--- src/hw/rtl/onp_pkg.sv ---
package onp_pkg;

    // quotient width of every divide in the datapath
    localparam int QUO_W = 32;

    localparam logic [QUO_W-1:0] S32_MAX = 32'h7FFF_FFFF;
    localparam logic [QUO_W-1:0] S32_MIN = 32'h8000_0000;

    typedef enum logic [2:0] {
        REG_M11 = 3'd0,
        REG_M22 = 3'd1,
        REG_M31 = 3'd2,
        REG_M32 = 3'd3,
        REG_M33 = 3'd4,
        REG_M43 = 3'd5
    } cfg_reg_t;

    // sign / saturate an unsigned quotient magnitude
    function automatic logic [QUO_W-1:0] sat_quot(
        input logic [QUO_W-1:0] mag,
        input logic             ovf,
        input logic             num_neg,
        input logic             den_neg,
        input logic             den_zero
    );
        logic [QUO_W-1:0] r;
        if (den_zero)
        begin
            r = num_neg ? S32_MIN : S32_MAX;
        end
        else if (num_neg ^ den_neg)
        begin
            r = (ovf || (mag > S32_MIN)) ? S32_MIN : (~mag + 32'd1);
        end
        else
        begin
            r = (ovf || mag[QUO_W-1]) ? S32_MAX : mag;
        end
        return r;
    endfunction

endpackage

--- src/hw/rtl/onp_div.sv ---
// Pipelined restoring divider, one quotient bit per stage.
// First stage checks for quotient overflow past 32 bits.
module onp_div #(
    parameter int NW = 49,
    parameter int DW = 32
) (
    input  logic                       clk,
    input  logic                       en,
    input  logic [NW-1:0]              num,
    input  logic [DW-1:0]              den,
    output logic [onp_pkg::QUO_W-1:0]  quo,
    output logic                       ovf
);

    localparam int QW = onp_pkg::QUO_W;
    localparam int MW = NW + DW;

    logic [DW-1:0] rem_reg [0:QW-1];
    logic [QW-1:0] lo_reg  [0:QW-1];
    logic [QW-1:0] quo_reg [0:QW];
    logic [DW-1:0] den_reg [0:QW];
    logic          ovf_reg [0:QW];

    always_ff @(posedge clk)
    begin
        if (en)
        begin
            rem_reg[0] <= DW'(num >> QW);
            lo_reg[0]  <= num[QW-1:0];
            quo_reg[0] <= '0;
            den_reg[0] <= den;
            ovf_reg[0] <= ((MW'(num) >> QW) >= MW'(den));
        end
    end

    for (genvar k = 1; k <= QW; k++)
    begin : g_step
        logic [DW:0] trial;
        logic [DW:0] diff;
        logic        ge;

        assign trial = {rem_reg[k-1], lo_reg[k-1][QW-1]};
        assign ge    = (trial >= {1'b0, den_reg[k-1]});
        assign diff  = trial - {1'b0, den_reg[k-1]};

        always_ff @(posedge clk)
        begin
            if (en)
            begin
                quo_reg[k] <= {quo_reg[k-1][QW-2:0], ge};
                den_reg[k] <= den_reg[k-1];
                ovf_reg[k] <= ovf_reg[k-1];
            end
        end

        if (k < QW)
        begin : g_rem
            always_ff @(posedge clk)
            begin
                if (en)
                begin
                    rem_reg[k] <= ge ? diff[DW-1:0] : trial[DW-1:0];
                    lo_reg[k]  <= {lo_reg[k-1][QW-2:0], 1'b0};
                end
            end
        end
    end

    assign quo = quo_reg[QW];
    assign ovf = ovf_reg[QW];

endmodule

--- config.mk ---
export PLATFORM = sky130hd
export DESIGN_NAME = onp_div
export DESIGN_NICKNAME = d
export VERILOG_FILES = /design/src/hw/rtl/onp_pkg.sv /design/src/hw/rtl/onp_div.sv
export SDC_FILE = /design/constraint.sdc
export NUM_CORES = 2
export LEC_CHECK = 0
export ABC_AREA = 0
export ABC_CLOCK_PERIOD_IN_PS = 7900
export BUFFER_PORTS_ARGS = -buffer_cell sky130_fd_sc_hd__clkbuf_2
export CELL_PAD_IN_SITES_DETAIL_PLACEMENT = 0
export CELL_PAD_IN_SITES_GLOBAL_PLACEMENT = 1
export CORE_ASPECT_RATIO = 2
export CORE_UTILIZATION = 50
export DETAILED_ROUTE_END_ITERATION = 6
export PLACE_DENSITY_LB_ADDON = 0.1
export RECOVER_POWER = 100
export SYNTH_ARGS = -nofsm -noshare
export SYNTH_HDL_FRONTEND = slang
export SYNTH_MEMORY_MAX_BITS = 65536
export SYNTH_SLANG_ARGS = --single-unit
--- constraint.sdc ---
create_clock -name clk -period 7.9 [get_ports clk]
set_input_delay 0.79 -clock clk [delete_from_list [all_inputs] [get_ports clk]]
set_output_delay 0.79 -clock clk [all_outputs]
set_load 0.03 [all_outputs]
Word-level counts from Yosys, hierarchy flattened
Memories as Yosys holds them, arrays and structs flattened.
Cells that the tools add are included.
{ "totals": {"reg_bits": 0, "mem_count": 5, "in_bits": 83, "ram_bits": 4193, "output_inout_bits": 33} }
{ "memory_table": {"columns": ["memory", "words", "word_bits", "rd", "rd_ports_with_merged_regs", "write_ports", "line_no", "text"], "rows": [
  ["den_reg", 33, 32, 32, 0, 33, "onp_div.sv:21", "logic [DW-1:0] den_reg [0:QW];"],
  ["quo_reg", 33, 32, 33, 0, 33, "onp_div.sv:20", "logic [QW-1:0] quo_reg [0:QW];"],
  ["lo_reg", 32, 32, 32, 0, 32, "onp_div.sv:19", "logic [QW-1:0] lo_reg [0:QW-1];"],
  ["rem_reg", 32, 32, 32, 0, 32, "onp_div.sv:18", "logic [DW-1:0] rem_reg [0:QW-1];"],
  ["ovf_reg", 33, 1, 33, 0, 33, "onp_div.sv:22", "logic ovf_reg [0:QW];"]
]} }
{ "classes": {"n_lt_le_gt_ge": 33, "mux": 33, "add_sub_neg": 31} }
{ "ops": {"columns": ["operator", "count"], "rows": [
  ["33-bit by 32-bit >= comparator with 1-bit output", 32],
  ["32-bit two-way mux", 31],
  ["32-bit subtractor", 31],
  ["17-bit by 32-bit >= comparator with 1-bit output", 1],
  ["1-bit two-way mux", 2]
]} }

Depth between registers and ports, before layout
{ "logic_depth": {"ltp_word": 2, "mapped_depth": 15} }

Worst setup path after synthesis
Ideal clock, no wire load.
{ "synth_path": {"path_kind": "register to register", "start": "mem den_reg[21][1] (netlist: den_reg[0][673])", "end": "mem rem_reg[22][4] (netlist: rem_reg[2][196]), data pin", "period_less_slack_ns": 3.430, "setup_time_ns": 0.260, "setup_slack_ns": 4.470, "arrival_ns": 3.170, "required_time_ns": 7.640, "stages_incl_launch_ff": 15, "n_path_buf": 2, "path_cell_list": "edfxtp_1 -> inv_1 -> ha_1 -> nor2b_1 -> o31a_1 -> o31ai_2 -> a211oi_1 -> o31a_1 -> and4_1 -> a211o_1 -> a21oi_2 -> o21a_1 -> buf_4 -> buf_4 -> mux2_2"} }
{ "synth_lines": {"columns": ["item", "line_no"], "rows": [
  ["start: declaration", "onp_div.sv:21"],
  ["end: declaration", "onp_div.sv:18"]
]} }

==> impl_metrics.json <==
{
  "num_vias": 104960,
  "postCtsSetupBuffers": 0,
  "p_leak_uw": 0.0698,
  "ios": 116,
  "rsz0062_at_grt": "no",
  "slew_headroom_pct": -214,
  "whs_ns": 0.0723,
  "synth-edff-count": 3122,
  "violations": "DRC, capacitance limit, slew limit",
  "synth-main-ff-cell": "edfxtp_1",
  "ctsResizeCount": 0,
  "die-height_um": 801,
  "ant_nets": 0,
  "synth.top_cell.area_share_pct": 58.8,
  "hold_viol": 0,
  "hpwl_um": 410000,
  "wirelength_um": 517000,
  "finalCritPeriodShare_pct": 86.4,
  "drive_above_1_share_pct": 8.62,
  "tns_ns": 0,
  "slew_violations": 2288,
  "ir_drop_mv": 0.228,
  "grt_first_pass_wirelength_um": 720000,
  "worst_pin_slew_ns": 4.71,
  "postLayoutSetupSlackWorst_ns": 1.07,
  "multi_input_area_um2": 59800,
  "numCtsBuffers": 300,
  "final.min_clock_period_ns": 6.83,
  "num_rows": 293,
  "slowest_stage": "clkbuf_1",
  "yosysSeqAreaShare_pct": 58.8,
  "first_pass_iters": 7,
  "area_growth_pct": 9.88,
  "grtUsageTotal_pct": 31.6,
  "ys_top_cells_by_area": "edfxtp_1 59%, ha_1 8.1%, mux2_2 3.6%, a21oi_1 3.1%, inv_1 3.0%",
  "antenna_found_initial": 34,
  "finalSetupViolations": 0,
  "cts.sinks": 3122,
  "nets": 14399,
  "cts_tree": "built",
  "clk_latency_ns": 0.94,
  "cp_common_cell": "o21a_1",
  "crit_type": "flop to flop",
  "synth_nets": 14107,
  "die_area_um2": 321000,
  "layout_commonest_cell": "edfxtp_1",
  "largest_reg_flops": 1024,
  "yosys_warnings": 0,
  "avgSynthCellArea_um2": 12.3,
  "skew_ns": 0.0556,
  "r2r_slack_ns": 1.07,
  "avgViaCountPerCell": 5.92,
  "critPathMaxStageDelay_ns": 1.88,
  "crit_chain": "inv_1 > ha_1 > nor2b_1 > o21a_1 > o21a_1 > o31a_1 > o21ai_0 > nand3_1 > and2_0 > o211ai_1 > a21o_1 > clkbuf_1 > mux2_2",
  "htreeDepth": 5,
  "design.core.area_um2": 318000,
  "grt_pass1_vias": 113383,
  "ys_seq_elements": 3122,
  "yosys.area.top_type": "edfxtp_1",
  "cts.root.buffer_cell": "clkbuf_16",
  "drcViolationCount": 1,
  "finalPower_uw": 75000,
  "fmax_mhz": 146,
  "syn_inst": 12966,
  "async_flop_share_pct": 0,
  "start_util_pct": 50.2,
  "dp_slack_ns": 2.47,
  "layout_common_cells": "3122 x edfxtp_1, 1279 x inv_1, 1027 x ha_1",
  "clockBufferDepth": 4,
  "fillers": 26462,
  "cp.arrival_ns": 7.49,
  "initialDrtViolationCount": 5320,
  "die_w_um": 401,
  "pwr_density_cell_nw_per_um2": 428,
  "synth_area_um2": 159000,
  "status": "complete, but fails checks",
  "register_area_um2": 93700,
  "avgRoutedWirePerCell_um": 29.2,
  "grt_max_degree": 197,
  "gp_congestion": 1.05,
  "hold_path_class": "primary input to flop",
  "cp-start-kind": "flop",
  "critPathMaxFanout": 33,
  "clk_pin_slew_ns": 0.06,
  "cp_data_required_time_ns": 8.57,
  "end_kind": "flop",
  "overflow": 0,
  "port_buffers": 115,
  "ys_types": 99,
  "maxCapViolCount": 42
}
-- Yosys cell counts (all sizes together), types with 31 or more instances --
cell    number
edfxtp    3122
nor3       148
o31a        37
nor2       633
nor2b      135
ha        1027
a21o       556
xor2       314
nand2b     120
nor4        39
buf         80
o21ai      742
mux2i       45
and2        41
a31oi      102
clkbuf     234
a211oi      70
nand2      820
o21bai     130
inv       1279
fa          31
nand3      222
o21a       119
and3        89
xnor2      518
mux2       515
or2         33
o211ai      55
or3         37
o31ai       78
nand4      172
a21oi      984
-- metrics by stage --
stage                     instances  area, um^2  util, %
final                         17736      175000     55.1
after global routing          17724      175000     55.1
after CTS                     17606      175000     55.2
after detailed placement      17043      166000     52.1
after global placement        17040      166000     52.1
after floorplan               12966      159000        -
-- layer usage --
layer,up-vias,track usage [%],routed length [um]
li1,48585,-,-
met4,4,44.3,87300
met1,51410,16.7,109000
met2,2871,66.5,306000
met3,2090,3.98,14400
met5,-,0,21
-- what timing repair did --
action | CTS | global route
endpoints found under the hold margin | 43 | 0
setup endpoints to repair | 0 | 0
hold buffers | 43 | 0
-- worst paths after layout --
check | startpoint | endpoint | depth (start not counted)
hold reg to reg | den_reg[0][665]$_DFFE_PP_ | den_reg[0][697]$_DFFE_PP_ | 0
setup / recovery | den_reg[0][33]$_DFFE_PP_ | rem_reg[0][69]$_DFFE_PP_ | 13
hold / removal | num[11] | lo_reg[0][11]$_DFFE_PP_ | 1
setup reg to reg | den_reg[0][33]$_DFFE_PP_ | rem_reg[0][69]$_DFFE_PP_ | 13
-- critical path: cells and delay by family (launching register included) --
family	cells	cell delay, ns
adder cells (fa/ha/maj)	1	0.23
flip-flops	1	0.44
buffers and inverters	2	1.96
AND/OR/NAND/NOR	3	0.79
multiplexers	1	0.47
AO/OA/AOI/OAI	6	2.54
-- power by group --
part	switching, uW	leakage [uW]	internal (uW)
logic	21100	0.0346	13400
clock network	6510	0.00460	7970
registers	2450	0.0306	23600
total	30100	0.0698	45000
-- final cells by class --
type / instances / area share, %
clock buffer: 365 / 4.48
tap: 4130 / 2.95
clock inverter: 155 / 0.902
timing repair buffer: 304 / 1.13
antenna: 130 / 0.186
sequential: 3122 / 53.5
multi-input combinational: 8249 / 34.1
inverter: 1281 / 2.74
-- logic make-up after synthesis --
kind of cell / after synthesis / synth area share (%)
AOI/OAI and AO/OA: 3200 / 12.7
buffers and inverters: 1595 / 3.84
xor gates and xnor gates: 832 / 4.57
adders and majority gates: 1058 / 8.45
muxes: 560 / 3.92
and+or+nand+nor: 2599 / 7.77
DFF: 3122 / 58.8
No activity file was read; power rests on OpenSTA's default activity.
